==> src/rtl/bch_pkg.sv <==
// ============================================================================
// bch_pkg
// Shared types, constants and helper functions of the bech32 address encoder.
// ============================================================================
package bch_pkg;

  // Largest human-readable prefix the block supports.
  localparam int MAX_PREFIX_CHARS_DEF = 8;

  // Configuration port.
  localparam int CFG_DATA_W = 64;
  localparam int CFG_IDX_W  = 2;
  localparam logic [CFG_IDX_W-1:0] REG_PREFIX_CHARS  = 2'd0;
  localparam logic [CFG_IDX_W-1:0] REG_PREFIX_LENGTH = 2'd1;

  localparam logic [63:0] PREFIX_CHARS_RST  = 64'd25442;
  localparam logic [3:0]  PREFIX_LENGTH_RST = 4'd2;

  // Checksum constants.
  localparam logic [29:0] XOR_BECH32  = 30'h0000_0001;
  localparam logic [29:0] XOR_BECH32M = 30'h2bc8_30a3;
  localparam logic [29:0] GEN [5] = '{
    30'h3b6a57b2, 30'h26508e6d, 30'h1ea119fa, 30'h3d4233dd, 30'h2a1462b3
  };

  localparam logic [255:0] CHARSET = "qpzry9x8gf2tvdw0s3jn54khce6mua7l";
  localparam logic [7:0]   SEP_CHAR = 8'h31;

  // Width of the left-aligned regrouping buffer: four leftover bits plus a byte.
  localparam int RG_W = 12;

  typedef enum logic [2:0] {
    ST_IDLE,
    ST_PFX_HI,
    ST_PFX_LO,
    ST_VER,
    ST_DATA,
    ST_PAD,
    ST_ZERO,
    ST_CHK
  } seq_state_t;

  typedef struct packed {
    logic init;
    logic feed;
    logic fin;
    logic shift;
  } pm_ctl_t;

  typedef struct packed {
    logic load;
    logic take;
    logic clear;
  } rg_ctl_t;

  typedef struct packed {
    logic in_prog;
    logic idle;
  } seq_stat_t;

  // One step of the bech32 polymod: shift in a 5-bit symbol.
  function automatic logic [29:0] pm_step(logic [29:0] acc, logic [4:0] v);
    logic [29:0] r;
    r = {acc[24:0], v};
    for (int i = 0; i < 5; i++) begin
      if (acc[25+i]) begin
        r = r ^ GEN[i];
      end
    end
    return r;
  endfunction

  // Map a 5-bit symbol to its charset character.
  function automatic logic [7:0] sym2char(logic [4:0] sym);
    logic [4:0] idx;
    idx = 5'd31 - sym;
    return CHARSET[{idx, 3'b000} +: 8];
  endfunction

endpackage

==> src/rtl/bch_polymod.sv <==
// ============================================================================
// bch_polymod
// Checksum accumulator: absorbs one 5-bit symbol per cycle while feed is asserted
// and then shifts the finished checksum out five bits at a time.
// ============================================================================
module bch_polymod
  import bch_pkg::*;
(
  input  logic        clk,
  input  pm_ctl_t     ctl,
  input  logic [4:0]  sym,
  input  logic        use_m,
  output logic [4:0]  top
);

  logic [29:0] acc_r;
  logic [29:0] acc_nxt;
  logic [29:0] stepped;

  always_comb begin
    stepped = pm_step(acc_r, sym);
    acc_nxt = acc_r;
    if (ctl.init) begin
      acc_nxt = 30'd1;
    end else if (ctl.feed) begin
      // The last zero feed also folds in the variant constant.
      acc_nxt = ctl.fin ? (stepped ^ (use_m ? XOR_BECH32M : XOR_BECH32)) : stepped;
    end else if (ctl.shift) begin
      acc_nxt = {acc_r[24:0], 5'd0};
    end
  end

  always_ff @(posedge clk) begin
    acc_r <= acc_nxt;
  end

  assign top = acc_r[29:25];

endmodule

==> src/rtl/bch_regroup.sv <==
// ============================================================================
// bch_regroup
// Byte to 5-bit regrouping: a left-aligned bit shift register that takes a
// byte behind the pending bits and hands out one symbol per cycle while take is asserted.
// ============================================================================
module bch_regroup
  import bch_pkg::*;
(
  input  logic        clk,
  input  logic        rst_n,
  input  rg_ctl_t     ctl,
  input  logic [7:0]  data_byte,
  output logic [4:0]  sym,
  output logic [3:0]  count
);

  logic [RG_W-1:0] buf_r;
  logic [RG_W-1:0] buf_nxt;
  logic [3:0]      cnt_r;
  logic [3:0]      cnt_nxt;

  // Bits below the pending count are always zero, so a new byte is ORed in
  // right behind them and the padding symbol comes out zero-filled.
  always_comb begin
    buf_nxt = buf_r;
    cnt_nxt = cnt_r;
    if (ctl.clear) begin
      buf_nxt = '0;
      cnt_nxt = 4'd0;
    end else if (ctl.load) begin
      buf_nxt = buf_r | ({data_byte, 4'b0000} >> cnt_r);
      cnt_nxt = cnt_r + 4'd8;
    end else if (ctl.take) begin
      buf_nxt = {buf_r[RG_W-6:0], 5'd0};
      cnt_nxt = cnt_r - 4'd5;
    end
  end

  always_ff @(posedge clk) begin
    if (!rst_n) begin
      buf_r <= '0;
      cnt_r <= 4'd0;
    end else begin
      buf_r <= buf_nxt;
      cnt_r <= cnt_nxt;
    end
  end

  assign sym   = buf_r[RG_W-1:RG_W-5];
  assign count = cnt_r;

endmodule

==> src/rtl/bch_seq.sv <==
// ============================================================================
// bch_seq
// Address sequencer: walks prefix, separator, version, data, padding and
// checksum steps, one symbol or character per cycle while the output is not stalled.
// ============================================================================
module bch_seq
  import bch_pkg::*;
#(
  parameter int MAX_PREFIX_CHARS = MAX_PREFIX_CHARS_DEF,
  localparam int PFX_W = 8 * MAX_PREFIX_CHARS
)
(
  input  logic             clk,
  input  logic             rst_n,
  input  logic             in_valid,
  output logic             in_ready,
  input  logic             in_last,
  input  logic [4:0]       in_version,
  input  logic [PFX_W-1:0] cfg_pfx,
  input  logic [3:0]       cfg_len,
  input  logic             emit_ok,
  input  logic [4:0]       rg_sym,
  input  logic [3:0]       rg_cnt,
  input  logic [4:0]       pm_top,
  output pm_ctl_t          pm_ctl,
  output logic [4:0]       pm_sym,
  output logic             pm_use_m,
  output rg_ctl_t          rg_ctl,
  output logic             emit_v,
  output logic [7:0]       emit_char,
  output logic             emit_last,
  output seq_stat_t        stat
);

  seq_state_t       state_r, state_nxt;
  logic [3:0]       cnt_r, cnt_nxt;
  logic [PFX_W-1:0] pfx_r, pfx_nxt;
  logic [4:0]       ver_r, ver_nxt;
  logic             last_r, last_nxt;
  logic             inprog_r, inprog_nxt;

  logic [3:0] len_eff;
  logic       emitting;
  logic       adv;
  logic [3:0] rem;
  logic       pfx_done;

  assign len_eff  = (cfg_len > 4'(MAX_PREFIX_CHARS)) ? 4'(MAX_PREFIX_CHARS) : cfg_len;
  assign pfx_done = (cnt_r == len_eff);
  assign rem      = rg_cnt - 4'd5;
  assign emitting = (state_r == ST_PFX_LO) || (state_r == ST_VER) || (state_r == ST_DATA)
                 || (state_r == ST_PAD) || (state_r == ST_CHK);
  assign adv      = !emitting || emit_ok;

  // Next state and sequencer registers.
  always_comb begin
    state_nxt  = state_r;
    cnt_nxt    = cnt_r;
    pfx_nxt    = pfx_r;
    ver_nxt    = ver_r;
    last_nxt   = last_r;
    inprog_nxt = inprog_r;
    case (state_r)
      ST_IDLE: begin
        if (in_valid) begin
          last_nxt = in_last;
          if (!inprog_r) begin
            ver_nxt    = in_version;
            inprog_nxt = 1'b1;
            pfx_nxt    = cfg_pfx;
            cnt_nxt    = 4'd0;
            state_nxt  = ST_PFX_HI;
          end else begin
            state_nxt = ST_DATA;
          end
        end
      end
      ST_PFX_HI: begin
        if (pfx_done) begin
          state_nxt = ST_PFX_LO;
          cnt_nxt   = 4'd0;
          pfx_nxt   = cfg_pfx;
        end else begin
          pfx_nxt = pfx_r >> 8;
          cnt_nxt = cnt_r + 4'd1;
        end
      end
      ST_PFX_LO: begin
        if (adv) begin
          if (pfx_done) begin
            state_nxt = ST_VER;
          end else begin
            pfx_nxt = pfx_r >> 8;
            cnt_nxt = cnt_r + 4'd1;
          end
        end
      end
      ST_VER: begin
        if (adv) begin
          state_nxt = ST_DATA;
        end
      end
      ST_DATA: begin
        if (adv && rem < 4'd5) begin
          cnt_nxt = 4'd0;
          if (!last_r) begin
            state_nxt = ST_IDLE;
          end else if (rem != 4'd0) begin
            state_nxt = ST_PAD;
          end else begin
            state_nxt = ST_ZERO;
          end
        end
      end
      ST_PAD: begin
        if (adv) begin
          state_nxt = ST_ZERO;
          cnt_nxt   = 4'd0;
        end
      end
      ST_ZERO: begin
        if (cnt_r == 4'd5) begin
          state_nxt = ST_CHK;
          cnt_nxt   = 4'd0;
        end else begin
          cnt_nxt = cnt_r + 4'd1;
        end
      end
      ST_CHK: begin
        if (adv) begin
          if (cnt_r == 4'd5) begin
            state_nxt  = ST_IDLE;
            inprog_nxt = 1'b0;
          end else begin
            cnt_nxt = cnt_r + 4'd1;
          end
        end
      end
      default: begin
        state_nxt = ST_IDLE;
      end
    endcase
  end

  // Datapath controls and the emitted character.
  always_comb begin
    in_ready  = 1'b0;
    pm_ctl    = '0;
    pm_sym    = 5'd0;
    rg_ctl    = '0;
    emit_v    = 1'b0;
    emit_char = 8'd0;
    emit_last = 1'b0;
    case (state_r)
      ST_IDLE: begin
        in_ready    = 1'b1;
        rg_ctl.load = in_valid;
        pm_ctl.init = in_valid && !inprog_r;
      end
      ST_PFX_HI: begin
        pm_ctl.feed = 1'b1;
        pm_sym      = pfx_done ? 5'd0 : {2'b00, pfx_r[7:5]};
      end
      ST_PFX_LO: begin
        emit_v      = adv;
        emit_char   = pfx_done ? SEP_CHAR : pfx_r[7:0];
        pm_ctl.feed = adv && !pfx_done;
        pm_sym      = pfx_r[4:0];
      end
      ST_VER: begin
        emit_v      = adv;
        emit_char   = sym2char(ver_r);
        pm_ctl.feed = adv;
        pm_sym      = ver_r;
      end
      ST_DATA: begin
        emit_v      = adv;
        emit_char   = sym2char(rg_sym);
        pm_ctl.feed = adv;
        pm_sym      = rg_sym;
        rg_ctl.take = adv;
      end
      ST_PAD: begin
        emit_v       = adv;
        emit_char    = sym2char(rg_sym);
        pm_ctl.feed  = adv;
        pm_sym       = rg_sym;
        rg_ctl.clear = adv;
      end
      ST_ZERO: begin
        pm_ctl.feed = 1'b1;
        pm_ctl.fin  = (cnt_r == 4'd5);
      end
      ST_CHK: begin
        emit_v       = adv;
        emit_char    = sym2char(pm_top);
        emit_last    = (cnt_r == 4'd5);
        pm_ctl.shift = adv;
      end
      default: begin
        in_ready = 1'b0;
      end
    endcase
  end

  always_ff @(posedge clk) begin
    if (!rst_n) begin
      state_r  <= ST_IDLE;
      cnt_r    <= 4'd0;
      inprog_r <= 1'b0;
    end else begin
      state_r  <= state_nxt;
      cnt_r    <= cnt_nxt;
      inprog_r <= inprog_nxt;
    end
  end

  always_ff @(posedge clk) begin
    pfx_r  <= pfx_nxt;
    ver_r  <= ver_nxt;
    last_r <= last_nxt;
  end

  assign pm_use_m     = (ver_r != 5'd0);
  assign stat.in_prog = inprog_r;
  assign stat.idle    = (state_r == ST_IDLE);

endmodule

==> src/rtl/bech32_address_encoder_core.sv <==
// ============================================================================
// bech32_address_encoder_core
// Streaming segwit address encoder (bech32 for version 0, bech32m otherwise).
// ============================================================================
//
// Channel  Direction  Handshake             Payload
// -------  ---------  --------------------  ----------------------------------
// in_      input      in_valid / in_ready   program_byte, last_byte, version
// out_     output     out_valid / out_ready address_char, last_char
// cfg_     input      cfg_we (no wait)      cfg_index, cfg_wdata
//
// The sequencer does one step per cycle unless a stalled output holds it: a
// byte in the middle of a program takes an accept step, then one per completed
// 5-bit symbol. The first byte adds the prefix steps (high parts, separator,
// low parts with their characters, the '1' and the version). The last byte
// adds an optional padding symbol, six zero feeds and six checksum characters.
// Reset is synchronous and active low and restores the default "bc" prefix.
// A full output register stalls only the character-producing steps.
// ============================================================================
module bech32_address_encoder_core
  import bch_pkg::*;
#(
  parameter int MAX_PREFIX_CHARS = MAX_PREFIX_CHARS_DEF
)
(
  input  logic                  clk,
  input  logic                  rst_n,
  // Witness program bytes.
  input  logic                  in_valid,
  output logic                  in_ready,
  input  logic [7:0]            in_program_byte,
  input  logic                  in_last_byte,
  input  logic [4:0]            in_witness_version,
  // Address characters.
  output logic                  out_valid,
  input  logic                  out_ready,
  output logic [7:0]            out_address_char,
  output logic                  out_last_char,
  // Configuration writes.
  input  logic                  cfg_we,
  input  logic [CFG_IDX_W-1:0]  cfg_index,
  input  logic [CFG_DATA_W-1:0] cfg_wdata
);

  localparam int PFX_W = 8 * MAX_PREFIX_CHARS;

  // Configuration registers. Only the bytes the block can use are stored.
  logic [PFX_W-1:0] pfx_chars_r;
  logic [3:0]       pfx_len_r;

  always_ff @(posedge clk) begin
    if (!rst_n) begin
      pfx_chars_r <= PREFIX_CHARS_RST[PFX_W-1:0];
      pfx_len_r   <= PREFIX_LENGTH_RST;
    end else if (cfg_we) begin
      case (cfg_index)
        REG_PREFIX_CHARS:  pfx_chars_r <= cfg_wdata[PFX_W-1:0];
        REG_PREFIX_LENGTH: pfx_len_r   <= cfg_wdata[3:0];
        default: begin
          pfx_len_r <= pfx_len_r;
        end
      endcase
    end
  end

  pm_ctl_t    pm_ctl;
  logic [4:0] pm_sym;
  logic       pm_use_m;
  logic [4:0] pm_top;
  rg_ctl_t    rg_ctl;
  logic [4:0] rg_sym;
  logic [3:0] rg_cnt;
  logic       emit_v;
  logic [7:0] emit_char;
  logic       emit_last;
  logic       emit_ok;
  seq_stat_t  stat;

  // Output register: the sequencer may emit whenever this slot is free or is
  // being drained in the same cycle.
  logic       out_valid_r, out_valid_nxt;
  logic [7:0] out_char_r;
  logic       out_last_r;

  assign emit_ok = !out_valid_r || out_ready;

  bch_seq #(
    .MAX_PREFIX_CHARS(MAX_PREFIX_CHARS)
  ) u_seq (
    .clk        (clk),
    .rst_n      (rst_n),
    .in_valid   (in_valid),
    .in_ready   (in_ready),
    .in_last    (in_last_byte),
    .in_version (in_witness_version),
    .cfg_pfx    (pfx_chars_r),
    .cfg_len    (pfx_len_r),
    .emit_ok    (emit_ok),
    .rg_sym     (rg_sym),
    .rg_cnt     (rg_cnt),
    .pm_top     (pm_top),
    .pm_ctl     (pm_ctl),
    .pm_sym     (pm_sym),
    .pm_use_m   (pm_use_m),
    .rg_ctl     (rg_ctl),
    .emit_v     (emit_v),
    .emit_char  (emit_char),
    .emit_last  (emit_last),
    .stat       (stat)
  );

  bch_regroup u_regroup (
    .clk       (clk),
    .rst_n     (rst_n),
    .ctl       (rg_ctl),
    .data_byte (in_program_byte),
    .sym       (rg_sym),
    .count     (rg_cnt)
  );

  bch_polymod u_polymod (
    .clk   (clk),
    .ctl   (pm_ctl),
    .sym   (pm_sym),
    .use_m (pm_use_m),
    .top   (pm_top)
  );

  always_comb begin
    out_valid_nxt = out_valid_r;
    if (emit_v) begin
      out_valid_nxt = 1'b1;
    end else if (out_ready) begin
      out_valid_nxt = 1'b0;
    end
  end

  always_ff @(posedge clk) begin
    if (!rst_n) begin
      out_valid_r <= 1'b0;
    end else begin
      out_valid_r <= out_valid_nxt;
    end
  end

  always_ff @(posedge clk) begin
    if (emit_v) begin
      out_char_r <= emit_char;
      out_last_r <= emit_last;
    end
  end

  assign out_valid        = out_valid_r;
  assign out_address_char = out_char_r;
  assign out_last_char    = out_last_r;

  // A character is never produced into an occupied, stalled output register.
  assert property (@(posedge clk) disable iff (!rst_n)
    emit_v |-> (!out_valid_r || out_ready))
    else $error("character emitted while output register is stalled");

  // The regrouping buffer never holds more than four leftover bits plus a byte.
  assert property (@(posedge clk) disable iff (!rst_n)
    rg_cnt <= 4'd12)
    else $error("regrouping buffer overflow");

  // The final checksum character closes the address.
  assert property (@(posedge clk) disable iff (!rst_n)
    (emit_v && emit_last) |=> (!stat.in_prog && stat.idle))
    else $error("address still open after last character");

  // The first byte of an address always starts the prefix steps.
  assert property (@(posedge clk) disable iff (!rst_n)
    (in_valid && in_ready && !stat.in_prog) |=> (stat.in_prog && !in_ready))
    else $error("first byte did not open an address");

endmodule
==> config.mk <==
export PLATFORM = sky130hd
export DESIGN_NAME = bech32_address_encoder_core
export DESIGN_NICKNAME = d
export VERILOG_FILES = /design/src/rtl/bch_pkg.sv /design/src/rtl/bch_polymod.sv /design/src/rtl/bch_regroup.sv /design/src/rtl/bch_seq.sv /design/src/rtl/bech32_address_encoder_core.sv
export SDC_FILE = /design/constraint.sdc
export NUM_CORES = 1
export LEC_CHECK = 0
export BUFFER_PORTS_ARGS = -buffer_cell sky130_fd_sc_hd__buf_4
export CORE_UTILIZATION = 60
export CTS_BUF_LIST = sky130_fd_sc_hd__clkbuf_8
export DETAILED_ROUTE_END_ITERATION = 6
export PLACE_DENSITY_LB_ADDON = 0.12
export RECOVER_POWER = 25
export SYNTH_ARGS = -nofsm -noshare
export SYNTH_HDL_FRONTEND = slang
export SYNTH_SLANG_ARGS = --single-unit
==> constraint.sdc <==
create_clock -name clk -period 7.4 [get_ports clk]
set_clock_uncertainty 0.2 [all_clocks]
set_input_delay 2.22 -clock clk [delete_from_list [all_inputs] [get_ports clk]]
set_output_delay 2.22 -clock clk [all_outputs]
set_load 0.005 [all_outputs]
-- Yosys cells after proc, flatten, opt, wreduce, memory -nomap -nowiden
Index checks and enable logic that the tools add are counted.
- register bits: 202
- bits in latches: 0
- RAM bits: 0
- bits in read-only memories: 0
- input bits: 85
- output and inout port bits: 11
- logic and storage cells: 158
- memories: 0
- add/sub/neg operators: 6
- multipliers: 0
- div/mod/pow operators: 0
- order comparisons: 2
- equality and inequality tests: 23
- shift operators: 4
- mux-type cells: 64
- bitwise gates (word level): 9
- reduce and logical (&&, ||, !) cells: 36
- operator list (operator ; number):
    $shiftx A256 B9 Y8 const A ; 3
    $mux W64 ; 5
    $mux W30 ; 8
    $pmux W64 S3 ; 1
    $mux W4 ; 13
    $mux W3 ; 13
    $pmux W8 S4 ; 1
    $xor A30 B30 Y30 ; 1
    $mux W29 ; 1
    $pmux W4 S7 ; 1
    $mux W12 ; 2
    $pmux W3 S8 ; 1
    $pmux W5 S4 ; 1
    $not A18 Y18 ; 1
    $not A17 Y17 ; 1
    $not A16 Y16 ; 1
    $sub A5 B5 Y5 const A ; 3
    $ne A2 B1 Y1 const B ; 7
    $not A14 Y14 ; 1
    $mux W1 ; 13
    $not A13 Y13 ; 1
    $eq A3 B3 Y1 const B ; 4
    $ne A2 B2 Y1 const B ; 6
    $or A12 B12 Y12 ; 1
    35 further kinds ; 54

-- Depth between registers and ports, before layout
Gate-level depths: netlist of the first run.
- word-level depth: 18
- mapped depth: 10

-- By module
Synthesis of the first run repeated with hierarchy kept, for this count alone.
- cell total of the unflattened synthesis: 1019
- area total of the unflattened synthesis: 10581.4 um^2
- by module, submodules not included (module ; times used ; cells an instance ; area each (um^2) ; seq. area each (um^2)):
    bch_seq ; 1 ; 353 ; 4508.1 ; 2262.2
    bech32_address_encoder_core ; 1 ; 304 ; 3060.4 ; 1651.6
    bch_polymod ; 1 ; 225 ; 1910.6 ; 600.6
    bch_regroup ; 1 ; 137 ; 1102.3 ; 320.3

-- Worst setup path before layout of the first run
OpenSTA, ideal clock, no wires.
- path kind: input port to flip-flop
- start point: in out_ready
- end point: reg u_seq.pfx_r[0], enable pin
- arrival time: 5325 ps
- data required time: 6714 ps
- slack: 1389 ps
- cell stages on the path: 3
- cell sequence: nor2b_1 > o32a_1 > nor2_1
- cells in the longest elaborated chain, start to end: 4
- RTL lines (what ; line ; RTL):
    start, declared ; bech32_address_encoder_core.sv:36 ; input logic out_ready,
    $logic_or A1 B1 Y1 ; bech32_address_encoder_core.sv:85 ; assign emit_ok = !out_valid_r || out_ready;
    $logic_or A1 B1 Y1 ; bch_seq.sv:53 ; assign adv = !emitting || emit_ok;
    $ne A2 B1 Y1 (no source line) ; n/a ;
    $reduce_and A5 Y1 (no source line) ; n/a ;
    end signal, assigned ; bch_seq.sv:219 ; pfx_r <= pfx_nxt;
    end, declared ; bch_seq.sv:37 ; logic [PFX_W-1:0] pfx_r, pfx_nxt;
No other way between the ends.
A chain may end at the register's enable or synchronous reset.

-- Final worst setup path of the first run
- start point: in out_ready
- end point: reg u_polymod.acc_r[13]
- cells in the longest elaborated chain, start to end: 5
- elaborated cells between the ends (all ways): 7
- classes of those cells: 3 x mux; 4 x reduce/logical
- RTL lines (what ; line ; RTL):
    $logic_or A1 B1 Y1 (*) ; bech32_address_encoder_core.sv:85 ;
    $logic_or A1 B1 Y1 (*) ; bch_seq.sv:53 ;
    $logic_and A1 B1 Y1 ; bch_seq.sv:167 ; pm_ctl.feed = adv && !pfx_done;
    $pmux W1 S3 ; bch_seq.sv:154 ; case (state_r)
    $mux W30 or $reduce_bool A2 Y1 (tied branches) ; n/a ;
    end signal, assigned ; bch_polymod.sv:34 ; acc_r <= acc_nxt;
    end, declared ; bch_polymod.sv:16 ; logic [29:0] acc_r;
Every way passes the cells marked *; elsewhere a longest branch is shown, timed or not.

==> results of run 1 <==
==> Yosys cell counts (all sizes together) (12+ instances only) <==
cell type	instances	area share
o21ai	44	0.022
a31oi	12	0.0075
edfxtp	79	0.24
o22ai	20	0.012
a21boi	61	0.046
xnor2	26	0.023
mux2i	21	0.021
nor3	37	0.018
dfxtp	123	0.25
clkbuf	38	0.014
a21oi	45	0.024
nand2	179	0.067
nand3	17	0.0085
buf	37	0.023
mux2	57	0.083
nor2b	18	0.011
inv	26	0.0097
nor2	41	0.015
==> state kept, by name (all words and copies together), names as in the netlist, 4 cells and up <==
| register | count |
|---|---|
| pfx_chars_r | 64 |
| u_seq.pfx_r | 64 |
| u_polymod.acc_r | 30 |
| u_regroup.buf_r | 12 |
| out_address_char | 8 |
| u_seq.ver_r | 5 |
| pfx_len_r | 4 |
| u_regroup.count | 4 |
| u_seq.cnt_r | 4 |
==> cells by family after synthesis <==
logic type | Yosys count
buf+inv | 102
flops | 202
compound gates | 251
mux | 81
xor+xnor | 37
fa+ha+maj | 5
simple gates | 338
==> placed cells by master (no fill, tap or decap), types with 6 or more instances in the layout <==
master / count
mux2_1: 47
nor2b_1: 18
xnor2_1: 26
nor2_1: 40
nand2b_1: 7
nand2_1: 179
o22ai_1: 20
a21boi_0: 60
a31oi_1: 12
xor2_1: 9
mux2_2: 7
a211oi_1: 9
a21o_1: 7
a21oi_1: 44
inv_1: 40
nand3_1: 17
dfxtp_1: 123
clkbuf_8: 37
o21ai_0: 42
edfxtp_1: 79
clkbuf_4: 6
nor3_1: 37
a32oi_1: 11
mux2i_1: 21
nand3b_1: 7
buf_4: 98
==> area by class of cell <==
class                           count  share of cell area
Sequential cell                   202               0.431
Clock buffer                       37              0.0454
Multi-Input combinational cell    712               0.407
Inverter                           27             0.00903
Clock inverter                     26              0.0135
Tap cell                          216              0.0241
Timing Repair Buffer              107              0.0705
==> worst max-delay path, cell delays in order <==
cell and delay [ns]:
buf_4 0.12, nand2b_1 0.21, maj3_1 0.37, o22ai_1 0.13
buf_4 0.31, o21a_1 0.76, a22oi_1 0.21, a21oi_1 0.17
==> metal layers <==
| metal | global-route usage | routed length (µm) | part of all wire |
|---|---|---|---|
| met3 | 0.0475 | 1180 | 0.054 |
| met2 | 0.424 | 10500 | 0.48 |
| met4 | 0.0788 | 326 | 0.015 |
| met1 | 0.346 | 10000 | 0.46 |
| met5 | 0 | 0 | 0 |
==> per-stage QoR <==
step | instances | setup WS, ns | power, mW
final | 1327 | 3.13 | 4.54
after global routing | 1327 | 2.97 | 4.84
after CTS | 1327 | 3.20 | 4.67
after detailed placement | 1264 | 2.65 | 3.70
after global placement | 1264 | 2.70 | 3.68
after floorplan | 1016 | 1.39 | 3.30
==> worst max-delay path by stage <==
stage / to / slack [ns]
finish: u_polymod.acc_r[13] / 3.13
global route: u_polymod.acc_r[13] / 2.97
CTS: u_polymod.acc_r[12] / 3.20
detailed placement: u_polymod.acc_r[12] / 2.65
global placement: u_polymod.acc_r[12] / 2.70
floorplan: u_seq.pfx_r[0] / 1.39
==> power breakdown <==
group          switching (mW)  internal (mW)
Combinational            1.06          0.710
Sequential              0.232           1.59
Clock                   0.449          0.504
==> key figures, run 1 <==
Yosys
  • Post-synth EDFFs: 79
  • Share of synthesized registers carrying an async set or reset: 0
  • Synth Net Count: 1105
  • Multiplexer share of the synthesized area: 0.110
  • Register area share after synthesis: 0.481
  • Mean area per synthesized cell: 9.89 µm²
  • Complex-gate fraction of the synthesized area: 0.169
  • Library cells used by synthesis: 71
  • Ys flop type: dfxtp_1
  • Simple logic cell fraction of the synthesized area: 0.152
  • Seq cells post-synth: 202
  • Largest family of logic cells by synthesized area: compound AO/OA/AOI/OAI gates
  • Mapped Cells: 1016
  • Synth warn: 0
  • Synth Cell Area: 0.0100 mm²
  • Post-Synth Adder-Cell Area: 0.00598
  • XOR/XNOR Fraction of Synth Area: 0.0338

Routing
  • Vias: 7735
  • First DRT Iteration DRCs: 677
  • DRC: 0
  • Post-route ant nets: 0
  • DRT Wirelength: 22.0 mm
  • Avg WL per Cell: 16.6 µm
  • DR pass1 iterations: 5
  • Vias/cell: 5.83

CTS
  • H-tree levels: 2
  • Hold_buf cts: 0
  • CTS Buf Count: 35
  • Resize count post-CTS: 0
  • Clock-pin slew on the worst setup and hold paths: 0.06 ns
  • Clock buffer depth: 3
  • Worst-Skew Late Latency: 0.52 ns
  • Total setup buffers inserted after CTS: 0
  • CTS tree: built
  • Clock sinks: 202
  • Root Driver: clkbuf_8

Placement
  • Last weighted congestion value of the routability-driven placer: 0.917
  • Dpl cell area: 0.0108 mm²
  • Input/output buffers: 95
  • DP Wirelength: 14.1 mm

STA
  • Sum of negative setup slack: 0 ns
  • Hold slack: 0.256 ns
  • Final-report setup violation count: 0
  • Max Slew Vio Count: 0
  • Worst slew pin tran: 1.36 ns
  • Tcrit/Tclk final: 0.577
  • Final Hold Viols: 0
  • FMAX: 0.234 GHz
  • Slew headroom: 0.0920
  • Unrepaired setup endpoints after global routing: false
  • Tmin final: 4.27 ns

Final layout
  • Fillers: 1308
  • Nets: 1174
  • Final Instance Area: 0.0112 mm²
  • Multi-input logic area: 0.00457 mm²
  • Area grow syn2layout: 11.8%
  • Fin util: 0.697
  • Share of layout cells above drive strength 1: 0.158
  • FF+latch area: 0.00483 mm²
  • Ant. Diodes: 0

GRT
  • Vias in the first global route: 7329
  • First-pass GRT wire length: 36.5 mm
  • Initial antenna violation count: 0
  • Global Route Usage Sum: 0.258
  • GRT overflow: 0
  • Pin count of the biggest net entering global routing: 83

Min path
  • Hold crit path type: flip-flop to flip-flop
  • Hold Path End: pfx_chars_r[49]
  • Hold Path Origin: pfx_chars_r[49]
  • Hold path cells: 2

Die
  • Area of the die: 0.0173 mm²
  • Die Y: 131 µm
  • I/O pins: 96
  • Die Wd: 131 µm
  • Initial Util: 0.623
  • Row count: 46
  • Core Footprint: 0.0161 mm²

Flow run
  • Max-Cap Viols: 0

Worst setup path
  • Type of origin of the critical path: input pin
  • Reg2reg setup slack: 3.42 ns
  • RR Startpoint: u_seq.state_r[1]
  • Worst-case reg-to-reg path depth: 7
  • Reg2reg end: out_address_char[6]
  • CP Capture Type: flip-flop
  • Critical Path Source: out_ready
  • Crit path DAT: 4.51 ns
  • Crit-path max FO: 24
  • Critical setup path kind: input pin to flip-flop
  • Critical Path RT: 7.64 ns

Run status
  • Outcome: completed

Pwr
  • Pleak: 4.28 nW
  • Worst IR Drop VDD: 201 µV
  • Pwr per Cell Area: 405 mW/mm²
(Power assumes the default switching activity.)
==> run 2, diff against run 1 <==
==> constraint.sdc (replaced) <==
create_clock -name clk -period 4 [get_ports clk]
set_clock_uncertainty 0.2 [all_clocks]
set_input_delay 1.2 -clock clk [delete_from_list [all_inputs] [get_ports clk]]
set_output_delay 1.2 -clock clk [all_outputs]
set_load 0.005 [all_outputs]
==> run 2 against run 1 <==
The run now ends with design-rule violations left. Final cell count grew 0.60%. Register-to-register slack lost 2.6 ns. Hold slack gained 0.0076 ns. Combinational power grew 97%. Die area is the same. Sequential share of layout area shrank 0.90 points. Critical endpoint is now u_polymod.acc_r[20]. Largest power group is now combinational cells.
==> key figures, run 2 (synthesized netlist as in run 1, its figures left out) <==
Placement
  • Dpl cells: 1275
  • Input/output buffers: 95
  • Last weighted congestion value of the routability-driven placer: 0.902
  • DP Wirelength: 14.5 mm

Worst setup path
  • Top delay family on crit path: simple AND/OR/NAND/NOR gates
  • Type of origin of the critical path: flip-flop
  • Crit-path max FO: 24
  • Crit path DAT: 3.43 ns
  • Largest stage delay, worst path: 0.82 ns
  • CP Capture Type: flip-flop
  • Worst path slowest cell: dfxtp_1
  • Critical setup path kind: flip-flop to flip-flop
  • Critical path buffers and inverters: 2
  • CP cell instances: clkbuf_1 -> nor2_1 -> a21boi_1 -> buf_4 -> or2_2 -> or3_1 -> a31oi_1
  • Critical Path RT: 4.23 ns

GRT
  • Vias in the first global route: 7051
  • GRT overflow: 0
  • First-pass GRT wire length: 35.7 mm
  • Pin count of the biggest net entering global routing: 65
  • Initial antenna violation count: 0
  • Global Route Usage Sum: 0.254

CTS
  • H-tree levels: 2
  • Clock buffer depth: 3
  • Resize count post-CTS: 0
  • Hold_buf cts: 0
  • Clock-pin slew on the worst setup and hold paths: 0.06 ns
  • CTS Buf Count: 35
  • Worst-Skew Late Latency: 0.51 ns
  • Root Driver: clkbuf_8
  • CTS tree: built
  • Total setup buffers inserted after CTS: 0
  • Clock sinks: 202

Routing
  • Vias/cell: 5.76
  • Post-route ant nets: 0
  • DRC: 2
  • DR pass1 iterations: 7
  • Avg WL per Cell: 16.2 µm
  • DRT Wirelength: 21.7 mm
  • First DRT Iteration DRCs: 675
  • Vias: 7684

Final layout
  • Biggest regs: pfx_chars_r (64), u_seq.pfx_r (64), u_polymod.acc_r (30)
  • Ant. Diodes: 0
  • Area grow syn2layout: 14.2%
  • Most frequent cells in the layout: nand2_1, dfxtp_1, buf_4
  • Nets: 1185
  • Fillers: 1262
  • Share of layout cells above drive strength 1: 0.205
  • Most common cell after layout, fill and taps aside: nand2_1
  • Final std cells w/o fill: 1335

STA
  • Max Slew Vio Count: 0
  • Tmin final: 3.20 ns
  • Sum of negative setup slack: 0 ns
  • Worst slew pin tran: 1.11 ns
  • Final-report setup violation count: 0
  • Tcrit/Tclk final: 0.801
  • Slew headroom: 0.260
  • Final Hold Viols: 0
  • Unrepaired setup endpoints after global routing: false
  • FMAX: 0.312 GHz

Die
  • Row count: 46
  • Core Footprint: 0.0161 mm²
  • I/O pins: 96
  • Die Wd: 131 µm
  • Die Y: 131 µm
  • Initial Util: 0.623
  • Area of the die: 0.0173 mm²

Pwr
  • Pwr per Cell Area: 751 mW/mm²
  • Worst IR Drop VDD: 467 µV
  • Pleak: 4.36 nW

Flow run
  • Max-Cap Viols: 0

Min path
  • Hold crit path type: flip-flop to flip-flop

Run status
  • Outcome: finished with violations
  • Failing checks: design-rule violations
run 2: final timing paths:
kind	startpoint	to	slack, ns	depth (start not counted)
worst min register to register	pfx_chars_r[3]	pfx_chars_r[3]	0.26	2
worst min-delay path	pfx_chars_r[3]	pfx_chars_r[3]	0.26	2
worst max register to register	u_seq.state_r[2]	u_polymod.acc_r[20]	0.80	7
worst max-delay path	u_seq.state_r[2]	u_polymod.acc_r[20]	0.80	7
run 2: power breakdown:
| part | leakage [nW] | internal (mW) | switching [mW] |
|---|---|---|---|
| registers | 1.78 | 2.94 | 0.469 |
| logic | 2.21 | 1.53 | 1.94 |
| clock network | 0.360 | 0.914 | 0.816 |
| total | 4.36 | 5.38 | 3.23 |
run 2: metrics by stage:
stage | setup slack [ns] | total power, mW | hold WS [ns] | util | area [µm²]
after floorplan | 0.0797 | 6.08 | 0.237 | - | 10000
after global placement | 0.641 | 6.86 | 0.248 | 0.673 | 10800
after detailed placement | 0.597 | 6.90 | 0.255 | 0.673 | 10800
after CTS | 0.888 | 8.65 | 0.263 | 0.713 | 11500
after global routing | 0.588 | 9.17 | 0.282 | 0.711 | 11500
final | 0.797 | 8.61 | 0.264 | 0.711 | 11500
run 2: tightest hold or removal path, delay by kind of cell, from the launching register on:
| kind | cells | cell delay (ns) |
|---|---|---|
| simple gates | 1 | 0.04 |
| compound gates | 1 | 0.06 |
| flops | 1 | 0.31 |
run 2: layout make-up:
| class | instances | area, µm² | share of cell area |
|---|---|---|---|
| clock buffers | 40 | 551 | 0.0480 |
| clock inverters | 20 | 91.3 | 0.00797 |
| multi-input cells | 712 | 4740 | 0.414 |
| well taps | 216 | 270 | 0.0236 |
| inverters | 27 | 101 | 0.00884 |
| repair buffers | 118 | 873 | 0.0762 |
| flip-flops and latches | 202 | 4830 | 0.422 |
run 2: per-layer routing:
metal / global-route usage / wire [µm]
met5: 0 / 0
met4: 0.0795 / 457
met3: 0.0498 / 1370
met2: 0.396 / 10000
met1: 0.356 / 9790
